<file path="src/salc_pkg.sv">
// ----------------------------------------------------------------------------
// salc_pkg
// Shared types, constants and helpers of the set-associative LRU tag block.
// ----------------------------------------------------------------------------
package salc_pkg;

   // Built geometry
   localparam int MAX_SETS = 256;
   localparam int MAX_WAYS = 8;
   localparam int SET_W    = $clog2(MAX_SETS);
   localparam int WAY_W    = $clog2(MAX_WAYS);
   localparam int IDX_CAP  = SET_W;              // largest usable index width
   localparam int IW_W     = $clog2(IDX_CAP + 1);

   // Field widths
   localparam int ADDR_W   = 64;
   localparam int TAG_W    = 64;
   localparam int LCB_W    = 5;
   localparam int LW_W     = 2;
   localparam int LBB_W    = 4;

   // Configuration register file
   localparam int CSR_ADDR_W = 4;
   localparam int CSR_DATA_W = 32;

   typedef enum logic [1:0] {
      REG_LOG_CACHE_BYTES = 2'd0,
      REG_LOG_WAYS        = 2'd1,
      REG_LOG_BLOCK_BYTES = 2'd2
   } reg_index_type;

   typedef struct packed {
      logic [LCB_W-1:0] log_cache_bytes;
      logic [LW_W-1:0]  log_ways;
      logic [LBB_W-1:0] log_block_bytes;
   } cfg_type;

   // One set: all ways side by side
   typedef struct packed {
      logic [MAX_WAYS-1:0][TAG_W-1:0] tags;
      logic [MAX_WAYS-1:0][WAY_W-1:0] ranks;
      logic [MAX_WAYS-1:0]            valid;
      logic [MAX_WAYS-1:0]            dirty;
   } row_type;

   // Outcome of the way scan
   typedef struct packed {
      logic             hit;
      logic [WAY_W-1:0] hit_way;
      logic             found;     // an invalid way exists
      logic [WAY_W-1:0] inv_way;   // highest-numbered invalid way
      logic [WAY_W-1:0] lru_way;   // way with the highest rank
   } scan_type;

   // Row as a fresh cache holds it: nothing valid, rank equal to way number
   function automatic row_type clear_row();
      row_type r;
      r = '0;
      for (int w = 0; w < MAX_WAYS; w++) begin
         r.ranks[w] = WAY_W'(w);
      end
      return r;
   endfunction

endpackage

</file>
<file path="src/salc_csr.sv">
// ----------------------------------------------------------------------------
// salc_csr
// Configuration registers behind a simple APB-style port.
// ----------------------------------------------------------------------------
module salc_csr (
   input  logic                                clock,
   input  logic                                reset,
   input  logic                                csr_psel,
   input  logic                                csr_penable,
   input  logic                                csr_pwrite,
   input  logic [salc_pkg::CSR_ADDR_W-1:0]     csr_paddr,
   input  logic [salc_pkg::CSR_DATA_W-1:0]     csr_pwdata,
   output logic [salc_pkg::CSR_DATA_W-1:0]     csr_prdata,
   output logic                                csr_pready,
   output salc_pkg::cfg_type                   cfg,
   output logic                                clear_req
);

   logic [salc_pkg::LCB_W-1:0] log_cache_bytes_ff, log_cache_bytes_in;
   logic [salc_pkg::LW_W-1:0]  log_ways_ff,        log_ways_in;
   logic [salc_pkg::LBB_W-1:0] log_block_bytes_ff, log_block_bytes_in;
   logic                       wr_strobe;
   logic [1:0]                 reg_sel;

   assign csr_pready = 1'b1;
   assign wr_strobe  = csr_psel & csr_penable & csr_pwrite & csr_pready;
   assign reg_sel    = csr_paddr[3:2];

   // Register writes; a write to a known register also restarts the clearing sweep
   always_comb begin
      log_cache_bytes_in = log_cache_bytes_ff;
      log_ways_in        = log_ways_ff;
      log_block_bytes_in = log_block_bytes_ff;
      clear_req          = 1'b0;
      if (wr_strobe) begin
         case (reg_sel)
            salc_pkg::REG_LOG_CACHE_BYTES: begin
               log_cache_bytes_in = csr_pwdata[salc_pkg::LCB_W-1:0];
               clear_req          = 1'b1;
            end
            salc_pkg::REG_LOG_WAYS: begin
               log_ways_in = csr_pwdata[salc_pkg::LW_W-1:0];
               clear_req   = 1'b1;
            end
            salc_pkg::REG_LOG_BLOCK_BYTES: begin
               log_block_bytes_in = csr_pwdata[salc_pkg::LBB_W-1:0];
               clear_req          = 1'b1;
            end
            default: begin
               clear_req = 1'b0;
            end
         endcase
      end
   end

   always_ff @(posedge clock) begin
      if (reset) begin
         log_cache_bytes_ff <= salc_pkg::LCB_W'(12);
         log_ways_ff        <= salc_pkg::LW_W'(1);
         log_block_bytes_ff <= salc_pkg::LBB_W'(5);
      end else begin
         log_cache_bytes_ff <= log_cache_bytes_in;
         log_ways_ff        <= log_ways_in;
         log_block_bytes_ff <= log_block_bytes_in;
      end
   end

   // Read back
   always_comb begin
      case (reg_sel)
         salc_pkg::REG_LOG_CACHE_BYTES:
            csr_prdata = salc_pkg::CSR_DATA_W'(log_cache_bytes_ff);
         salc_pkg::REG_LOG_WAYS:
            csr_prdata = salc_pkg::CSR_DATA_W'(log_ways_ff);
         salc_pkg::REG_LOG_BLOCK_BYTES:
            csr_prdata = salc_pkg::CSR_DATA_W'(log_block_bytes_ff);
         default:
            csr_prdata = '0;
      endcase
   end

   assign cfg.log_cache_bytes = log_cache_bytes_ff;
   assign cfg.log_ways        = log_ways_ff;
   assign cfg.log_block_bytes = log_block_bytes_ff;

endmodule

</file>
<file path="config.mk">
export PLATFORM = sky130hd
export DESIGN_NAME = salc_csr
export DESIGN_NICKNAME = d
export VERILOG_FILES = /design/src/salc_pkg.sv /design/src/salc_csr.sv
export SDC_FILE = /design/constraint.sdc
export NUM_CORES = 1
export LEC_CHECK = 0
export ABC_AREA = 1
export CAP_MARGIN = 30
export CORE_AREA = 2 2 42 44
export CTS_CLUSTER_DIAMETER = 60
export DETAILED_ROUTE_END_ITERATION = 10
export DIE_AREA = 0 0 44 46
export DONT_BUFFER_PORTS = 1
export HOLD_SLACK_MARGIN = 0.06
export PLACE_DENSITY = 0.67
export SYNTH_ARGS = -nofsm -noshare
export SYNTH_HDL_FRONTEND = slang
export SYNTH_SLANG_ARGS = --single-unit
</file>
<file path="constraint.sdc">
create_clock -name clock -period 0.8 [get_ports clock]
set_input_delay 0.04 -clock clock [delete_from_list [all_inputs] [get_ports clock]]
set_output_delay 0.04 -clock clock [all_outputs]
set_load 0.02 [all_outputs]
</file>
==> results.md <==
* Post-synth cell types at 16
* Status: finished with violations
* Mean post-synth cell area at a little under 7 um2
* Synth warnings at 0
* Core ar. at ~1600 um2
* Synth Area in Compound Gates at 0.0342
* XOR/XNOR Fraction of Synth Area at 0
* Final worst setup slack at -0.113 ns
* Worst-path maximum fanout at 3
* Synthesized instance count at 116
* Area share of fa/ha/maj cells after synthesis at 0
* Crit path cell chain: a22o_4
* Critical Path Start Type: flip-flop
* Vias per inst at approximately 4.5
* Place WS at between 0.1 and 0.15 ns
* Hold WS at roughly 0.0041 ns
* Router iterations before antenna repair at 4
* CTS tree: done
* CP max stage delay at approximately 0.34 ns
* CTS max path bufs at 2
* Layout cells sized above 1 at 0.350
* Vias in the first global route at around 560
* Main combinational cell family by area after synthesis: simple AND/OR/NAND/NOR gates
* CP Capture Type: output pin
* Worst vdd ir at about 0.86 mV
* Arr. time, crit path at 0.87 ns
* Boundary Pins at 86
* Commonest non-fill, non-tap cell in the layout: conb_1
* Die Width at around 44 um
* Vias at around 700
* First-pass GRT wire length at between 2000 and 2500 um
* Initial antenna violation count at 0
* Total CTS buffers at 3
* Antenna fix cells at 0
* Post-Route Skew at 0 ns
* Area Overhead vs Synth at 25.5%
* Clock transition at the registers of the reported paths at around 0.080 ns
* Cell Pwr Density at between 1000 and 1500 nW/um2
* Hold crit path type: in -> reg
* CTS root buf: clkbuf_4
* Total GRT Usage at 0.157
* Period minus WS final at approximately 0.91 ns
* CP required at between 0.7 and 0.8 ns
* Initial core utilization at 0.499
* Synth area leaders: dfxtp_1, buf_4, nand2_1
* Yosys top cell by area: dfxtp_1
* Final GP Congestion at approximately 0.77
* Crit path max-delay family: flip-flops
* # Max-Cap Violations at 0
* Most Crowded Layer GR: met2
* PortBufs at 0
* M1 GR Usage at 0.188
* Final setup fails at 6
* RSZ-0062 raised after global routing: true
* Synth Area in Simple Gates at 0.374
* Top-area cell type share of the netlist area at 0.273
* WS Path Type: reg -> out
* DRT iter0 DRCs at 9
* Setup bufs post-CTS at 0
* # rows at 15
* Layout filler cell count at 157
* Seq cells post-synth at 11
* Hpwl dp at 1160 um
* Final period util at 1.14
* Worst path bufs/invs at 0
* Synthesized cell area at between 800 and 900 um2
* Gr ovfl total at 0
* Final Hold Vio Count at 0
* Fmax at between 1000 and 1500 MHz
* Leakage at about 0.50 nW
* Largest net degree at the start of global routing at 12
* Routing usage on met2 at 0.276
* Fin. max-slew vios at 0
* Clock Sink Count at 11
* CTS H-tree lvls at 1
* Die area at just over 2000 um2
* Routed WL per cell at slightly above 10 um
* Critical-path top delay cell: dfxtp_2
* Routed wire length at 1570 um
* Met3 GRT Util at 0.0357
* Final #Nets at roughly 180
* Sequential-to-total area share from yosys stat at 0.273
* Most frequent cells in the layout: conb_1, nand2_1, nor2_1
* Worst skew pair latency at 0.27 ns
* Die height at 46 um
* Setup TNS at -0.453 ns
* Proportion of synthesized area in mux cells at 0
* Failing checks: negative setup slack
* # DRC at 0
* Post-route ant nets at 0
[report_power, final]
part           total, mW  internal (mW)  switching [mW]
logic              0.352          0.103           0.249
clock network      0.393          0.193           0.200
registers          0.574          0.562          0.0124
total               1.32          0.858           0.461
[registers in the layout, indices dropped and copies added (netlist names)]
signal              flops
log_cache_bytes_ff      5
log_ways_ff             2
log_block_bytes_ff      4
[cell type report]
cell class | instances | area [um2] | area share
sequential | 11 | 234 | 0.231
multi-input combinational | 93 | 489 | 0.484
inverter | 9 | 37.5 | 0.0371
timing repair buffer | 20 | 203 | 0.200
clock buffer | 4 | 26.3 | 0.0260
tap | 17 | 21.3 | 0.0210
[metal layers]
metal  share of wire  routed length [um]
met1            0.40                 630
met2            0.51                 795
met3           0.081                 127
met4          0.0096                  15
met5               0                   0
[cell families (layout without fill, tap and decap cells)]
kind of cell	Yosys count	count (layout)
compound gates	4	4
buf+inv	38	33
flops	11	11
other cells	2	28
simple gates	61	61
[timing repair]
item | in CTS | in global routing
pin swaps | 5 | 1
hold buffers | 8 | 1
endpoints found under the setup margin | 16 | 18
resized for setup | 26 | 9
endpoints found under the hold margin | 11 | 4
[synth_stat cells (all sizes together)]
| cell type | count |
|---|---|
| a21oi | 1 |
| a22o | 2 |
| buf | 29 |
| conb | 2 |
| dfxtp | 11 |
| inv | 9 |
| nand2 | 27 |
| nand3 | 14 |
| nor2 | 20 |
| o21ai | 1 |
[final timing paths]
path	startpoint	endpoint	slack [ns]	cells after the start
worst max register to register	log_ways_ff[0]	log_ways_ff[0]	0.20	2
worst min-delay path	csr_paddr[2]	log_ways_ff[0]	0.004	3
worst max-delay path	log_cache_bytes_ff[2]	csr_prdata[2]	-0.11	1
worst min register to register	log_cache_bytes_ff[3]	log_cache_bytes_ff[3]	0.48	2
[through the flow]
stage	utilization	instances	total power, mW	area, um2
3_3_place_gp	0.497	142	0.865	802
5_1_grt	0.626	154	1.37	1010
3_5_place_dp	0.497	142	0.867	802
2_1_floorplan	-	142	0.932	906
4_1_cts	0.609	154	1.30	982
6_report	0.626	154	1.32	1010
No activity file was read; power rests on OpenSTA's default activity.
