[src/salc_pkg.sv]
// ----------------------------------------------------------------------------
// salc_pkg
// Shared types, constants and helpers of the set-associative LRU tag block.
// ----------------------------------------------------------------------------
package salc_pkg;

   // Built geometry
   localparam int MAX_SETS = 256;
   localparam int MAX_WAYS = 8;
   localparam int SET_W    = $clog2(MAX_SETS);
   localparam int WAY_W    = $clog2(MAX_WAYS);
   localparam int IDX_CAP  = SET_W;              // largest usable index width
   localparam int IW_W     = $clog2(IDX_CAP + 1);

   // Field widths
   localparam int ADDR_W   = 64;
   localparam int TAG_W    = 64;
   localparam int LCB_W    = 5;
   localparam int LW_W     = 2;
   localparam int LBB_W    = 4;

   // Configuration register file
   localparam int CSR_ADDR_W = 4;
   localparam int CSR_DATA_W = 32;

   typedef enum logic [1:0] {
      REG_LOG_CACHE_BYTES = 2'd0,
      REG_LOG_WAYS        = 2'd1,
      REG_LOG_BLOCK_BYTES = 2'd2
   } reg_index_type;

   typedef struct packed {
      logic [LCB_W-1:0] log_cache_bytes;
      logic [LW_W-1:0]  log_ways;
      logic [LBB_W-1:0] log_block_bytes;
   } cfg_type;

   // One set: all ways side by side
   typedef struct packed {
      logic [MAX_WAYS-1:0][TAG_W-1:0] tags;
      logic [MAX_WAYS-1:0][WAY_W-1:0] ranks;
      logic [MAX_WAYS-1:0]            valid;
      logic [MAX_WAYS-1:0]            dirty;
   } row_type;

   // Outcome of the way scan
   typedef struct packed {
      logic             hit;
      logic [WAY_W-1:0] hit_way;
      logic             found;     // an invalid way exists
      logic [WAY_W-1:0] inv_way;   // highest-numbered invalid way
      logic [WAY_W-1:0] lru_way;   // way with the highest rank
   } scan_type;

   // Row as a fresh cache holds it: nothing valid, rank equal to way number
   function automatic row_type clear_row();
      row_type r;
      r = '0;
      for (int w = 0; w < MAX_WAYS; w++) begin
         r.ranks[w] = WAY_W'(w);
      end
      return r;
   endfunction

endpackage

[src/salc_way_scan.sv]
// ----------------------------------------------------------------------------
// salc_way_scan
// Shared way comparator: looks at one way of the set per cycle and keeps
// the running hit, last invalid way and highest-rank way.
// ----------------------------------------------------------------------------
module salc_way_scan (
   input  logic                         clock,
   input  logic                         reset,
   input  logic                         start,
   input  logic                         step,
   input  logic [salc_pkg::WAY_W-1:0]   way,
   input  salc_pkg::row_type            row,
   input  logic [salc_pkg::TAG_W-1:0]   tag,
   output salc_pkg::scan_type           result
);

   logic                       hit_ff,     hit_in;
   logic [salc_pkg::WAY_W-1:0] hit_way_ff, hit_way_in;
   logic                       found_ff,   found_in;
   logic [salc_pkg::WAY_W-1:0] inv_way_ff, inv_way_in;
   logic [salc_pkg::WAY_W-1:0] lru_way_ff, lru_way_in;
   logic [salc_pkg::WAY_W-1:0] best_ff,    best_in;
   logic                       cur_valid;
   logic [salc_pkg::WAY_W-1:0] cur_rank;
   logic                       tag_eq;

   assign cur_valid = row.valid[way];
   assign cur_rank  = row.ranks[way];
   assign tag_eq    = (row.tags[way] == tag);

   // One compare step
   always_comb begin
      hit_in     = hit_ff;
      hit_way_in = hit_way_ff;
      found_in   = found_ff;
      inv_way_in = inv_way_ff;
      lru_way_in = lru_way_ff;
      best_in    = best_ff;
      if (start) begin
         hit_in   = 1'b0;
         found_in = 1'b0;
         best_in  = '0;
      end else if (step) begin
         if (cur_valid && tag_eq) begin
            hit_in     = 1'b1;
            hit_way_in = way;
         end
         if (!cur_valid) begin
            found_in   = 1'b1;
            inv_way_in = way;
         end
         if (cur_rank >= best_ff) begin
            best_in    = cur_rank;
            lru_way_in = way;
         end
      end
   end

   always_ff @(posedge clock) begin
      if (reset) begin
         hit_ff   <= 1'b0;
         found_ff <= 1'b0;
         best_ff  <= '0;
      end else begin
         hit_ff   <= hit_in;
         found_ff <= found_in;
         best_ff  <= best_in;
      end
      hit_way_ff <= hit_way_in;
      inv_way_ff <= inv_way_in;
      lru_way_ff <= lru_way_in;
   end

   assign result.hit     = hit_ff;
   assign result.hit_way = hit_way_ff;
   assign result.found   = found_ff;
   assign result.inv_way = inv_way_ff;
   assign result.lru_way = lru_way_ff;

endmodule

[config.mk]
export PLATFORM = sky130hd
export DESIGN_NAME = salc_way_scan
export DESIGN_NICKNAME = d
export VERILOG_FILES = /design/src/salc_pkg.sv /design/src/salc_way_scan.sv
export SDC_FILE = /design/constraint.sdc
export NUM_CORES = 1
export LEC_CHECK = 0
export ABC_AREA = 1
export BUFFER_PORTS_ARGS = -buffer_cell sky130_fd_sc_hd__buf_4
export CAP_MARGIN = 0
export CELL_PAD_IN_SITES_DETAIL_PLACEMENT = 1
export CELL_PAD_IN_SITES_GLOBAL_PLACEMENT = 1
export CORE_AREA = 2 2 244 246
export DETAILED_ROUTE_END_ITERATION = 8
export DIE_AREA = 0 0 246 248
export PLACE_DENSITY = 0.54
export REMOVE_ABC_BUFFERS = 1
export SKIP_LAST_GASP = 1
export SLEW_MARGIN = 20
export SYNTH_ARGS = -nofsm -noshare
export SYNTH_HDL_FRONTEND = slang
export SYNTH_SLANG_ARGS = --single-unit
export TNS_END_PERCENT = 10
[constraint.sdc]
create_clock -name clock -period 8.4 [get_ports clock]
set_input_delay 1.68 -clock clock [delete_from_list [all_inputs] [get_ports clock]]
set_output_delay 1.68 -clock clock [all_outputs]
set_load 0.05 [all_outputs]
==> impl_metrics.csv <==
group,metric,value,unit
placed_design,hpwl,42.6,mm
yosys,yosysSeqAreaShare,0.0463,
placed_design,dpl.cell_count,3098,
critical_path,end_kind,"flop",
clock_tree,ctsHoldBuffers,0,
sta,finalCritPeriodShare,0.619,
final_layout,layout_common_cells,"740 x nand2_1, 632 x buf_4, 316 x inv_1",
clock_tree,post-cts-setup-buffer-count,0,
sta,rsz0062_at_grt,"no",
final_layout,fillers,7806,
final_layout,layout-drive-gt1-share,0.276,
final_layout,multi_input_area,5750,um^2
worst_hold_path,hp-class,"reg -> reg",
detailed_routing,vias,12500,
clock_tree,root_buffer,"clkbuf_16",
sta,setup_tns,0,ps
sta,final_max_slew_viol_count,0,
floorplanning,core_area,58500,um^2
flow_run,max_cap_viol_count,0,
power,leakage,8.02,nW
power,comb_power_share,0.788,
critical_path,crit_type,"in -> reg",
clock_tree,cts_tree,"built",
critical_path,required,8320,ps
critical_path,critPathMaxFanout,132,
final_layout,final_area,13200,um^2
global_route,grt_pass1_wl,76.0,mm
detailed_routing,drt_iter0_markers,372,
detailed_routing,highest_layer,"met4",
detailed_routing,ant_nets,0,
sta,hold_violations,0,
placed_design,placed_area,13100,um^2
power,switching_power,0.350,mW
detailed_routing,drc,0,
critical_path,start_kind,"input port",
final_layout,regArea,370,um^2
floorplanning,dieArea,61000,um^2
final_layout,final_common_cell,"nand2_1",
yosys,synth_area,8000,um^2
yosys,synth_seq_cells,14,
detailed_routing,wl_met2,26.3,mm
global_route,grt_max_degree,149,
global_route,grt_usage,0.161,
global_route,overflow,0,
placed_design,gp_congestion,0.831,
placed_design,portBuffers,625,
power,p_seq_frac,0.097,
power,power_per_cell_area,60.3,nW/um^2
power,p_int,0.444,mW
detailed_routing,drt_first_pass_iters,4,
final_layout,area.growth.synth_to_final,64.6,%
critical_path,slowest_delay,660,ps
detailed_routing,met3_length,3.44,mm
final_layout,finalNonFillerCells,3103,
yosys,syn_inst,1796,
detailed_routing,wl_per_cell,16.7,um
clock_tree,cts_buffer_depth,2,
sta,relSlewSlack,0.459,
floorplanning,die_h,248,um
clock_tree,cts_sinks,14,
global_route,grt_pass1_vias,13200,
critical_path,crit_top_cell,"nand2_1",
power,ir_worst_vdd,68.8,uV
critical_path,worstPathArrival,5120,ps
sta,period_minus_slack,5200,ps
yosys,ys_types,26,
clock_tree,cts_resized,0,
clock_tree,h-tree-depth,1,
detailed_routing,wl_met1,21.5,mm
floorplanning,io_pins,634,
floorplanning,die_w,246,um
detailed_routing,wl,51.9,mm
critical_path,cpMaxStageDelayCell,"buf_4",
global_route,antenna_found_initial,1,
final_layout,nets,2956,
power,netSwitchingFraction,0.441,
clock_tree,clk_pin_slew_worst_paths,50,ps
clock_tree,numCtsBuffers,3,
outcome,status,"finished clean",
sta,tightestPinTransition,811,ps
floorplanning,num_rows,89,
detailed_routing,vias_per_cell,4.04,
yosys,yosys_warnings,0,
clock_tree,insertion_delay,240,ps
critical_path,crit_chain,"buf_8, inv_8, buf_4, nand2_1, nand3_1, nand2_1, nand2_1, nand2_1, nand2_1, nand2_1, nor2_1, nand2_1, nor2_1, nand2_1, nor2_1, nand3_1, nor2_1",
sta,skew,2.86,ps
power,clkPwrFrac,0.114,
sta,setup_violations,0,
floorplanning,initial_core_util,0.137,
sta,fmax,192,MHz
yosys,syn_area_per_cell,4.46,um^2
-- sequential cells by signal, indices dropped and copies added (netlist names) --
| signal | cells |
|---|---|
| found_ff | 1 |
| hit_ff | 1 |
| lru_way_ff | 3 |
| hit_way_ff | 3 |
| best_ff | 3 |
| inv_way_ff | 3 |
-- synth_stat cells --
cell / n / area share
inv_6: 1 / 0.0011
o21ai_1: 5 / 0.0031
inv_1: 316 / 0.15
nor3_1: 2 / 0.0013
xor2_1: 3 / 0.0033
clkbuf_1: 14 / 0.0066
nand3_1: 264 / 0.17
nor2_1: 213 / 0.10
or2_2: 1 / 0.00078
a21oi_1: 6 / 0.0038
o22ai_1: 5 / 0.0039
nand3b_1: 33 / 0.031
buf_1: 8 / 0.0038
o211ai_1: 6 / 0.0056
buf_2: 44 / 0.028
a211oi_1: 2 / 0.0019
or2_1: 1 / 0.00078
a31oi_1: 2 / 0.0016
buf_6: 21 / 0.030
dfxtp_1: 5 / 0.013
buf_4: 19 / 0.018
ha_1: 3 / 0.0047
inv_2: 2 / 0.00094
nand2_1: 740 / 0.35
edfxtp_1: 9 / 0.034
o21ai_0: 71 / 0.044
-- per-layer routing --
layer / vias to the layer above / GRT usage
li1: 6461 / -
met1: 5709 / 0.191
met2: 353 / 0.304
met3: 26 / 0.0309
met4: 0 / 0.0191
met5: - / 0
-- critical path: cells and delay by family --
kind | cells | cell delay, ps
AND/OR/NAND/NOR | 14 | 1750
buffers and inverters | 3 | 1470
-- area by class of cell --
type | count | share of cell area
antenna | 1 | 0.000190
multi-input combinational | 1357 | 0.436
timing repair buffer | 635 | 0.364
tap | 773 | 0.0735
sequential | 14 | 0.0281
inverter | 319 | 0.0919
clock inverter | 1 | 0.000285
clock buffer | 3 | 0.00570
-- path summary, 6_finish.rpt --
| check | start | endpoint | slack [ps] | cells past startpoint |
|---|---|---|---|---|
| max | way[0] | hit_way_ff[0]$_DFFE_PP_ | 3200 | 17 |
| min | found_ff$_SDFFE_PP0P_ | found_ff$_SDFFE_PP0P_ | 450 | 2 |
| max reg2reg | best_ff[2]$_SDFFE_PP0P_ | lru_way_ff[1]$_DFFE_PP_ | 6610 | 7 |
| min reg2reg | found_ff$_SDFFE_PP0P_ | found_ff$_SDFFE_PP0P_ | 450 | 2 |
-- cells by family after synthesis --
group           Yosys count  synth area share
simple gates           1254             0.646
buf+inv                 425             0.235
compound gates           97            0.0643
flops                    14            0.0463
xor+xnor                  3           0.00328
fa+ha+maj                 3           0.00469
-- per-stage QoR --
stage / hold WS, ps / util / setup slack, ps / power (mW)
4_1_cts: 454 / 0.225 / 3130 / 0.815
5_1_grt: 480 / 0.225 / 2810 / 0.885
3_5_place_dp: 447 / 0.224 / 2870 / 0.721
6_report: 453 / 0.225 / 3200 / 0.794
2_1_floorplan: 442 / - / 4060 / 0.342
3_3_place_gp: 444 / 0.224 / 2910 / 0.712
-- power by group through the flow --
stage / registers [mW] / clock network [mW] / logic (mW)
CTS: 0.0775 / 0.0927 / 0.645
global route: 0.0776 / 0.0954 / 0.712
finish: 0.0774 / 0.0909 / 0.626
detailed placement: 0.0787 / 0 / 0.643
floorplan: 0.0856 / 0 / 0.257
global placement: 0.0787 / 0 / 0.633
No activity file was read; power rests on OpenSTA's default activity.
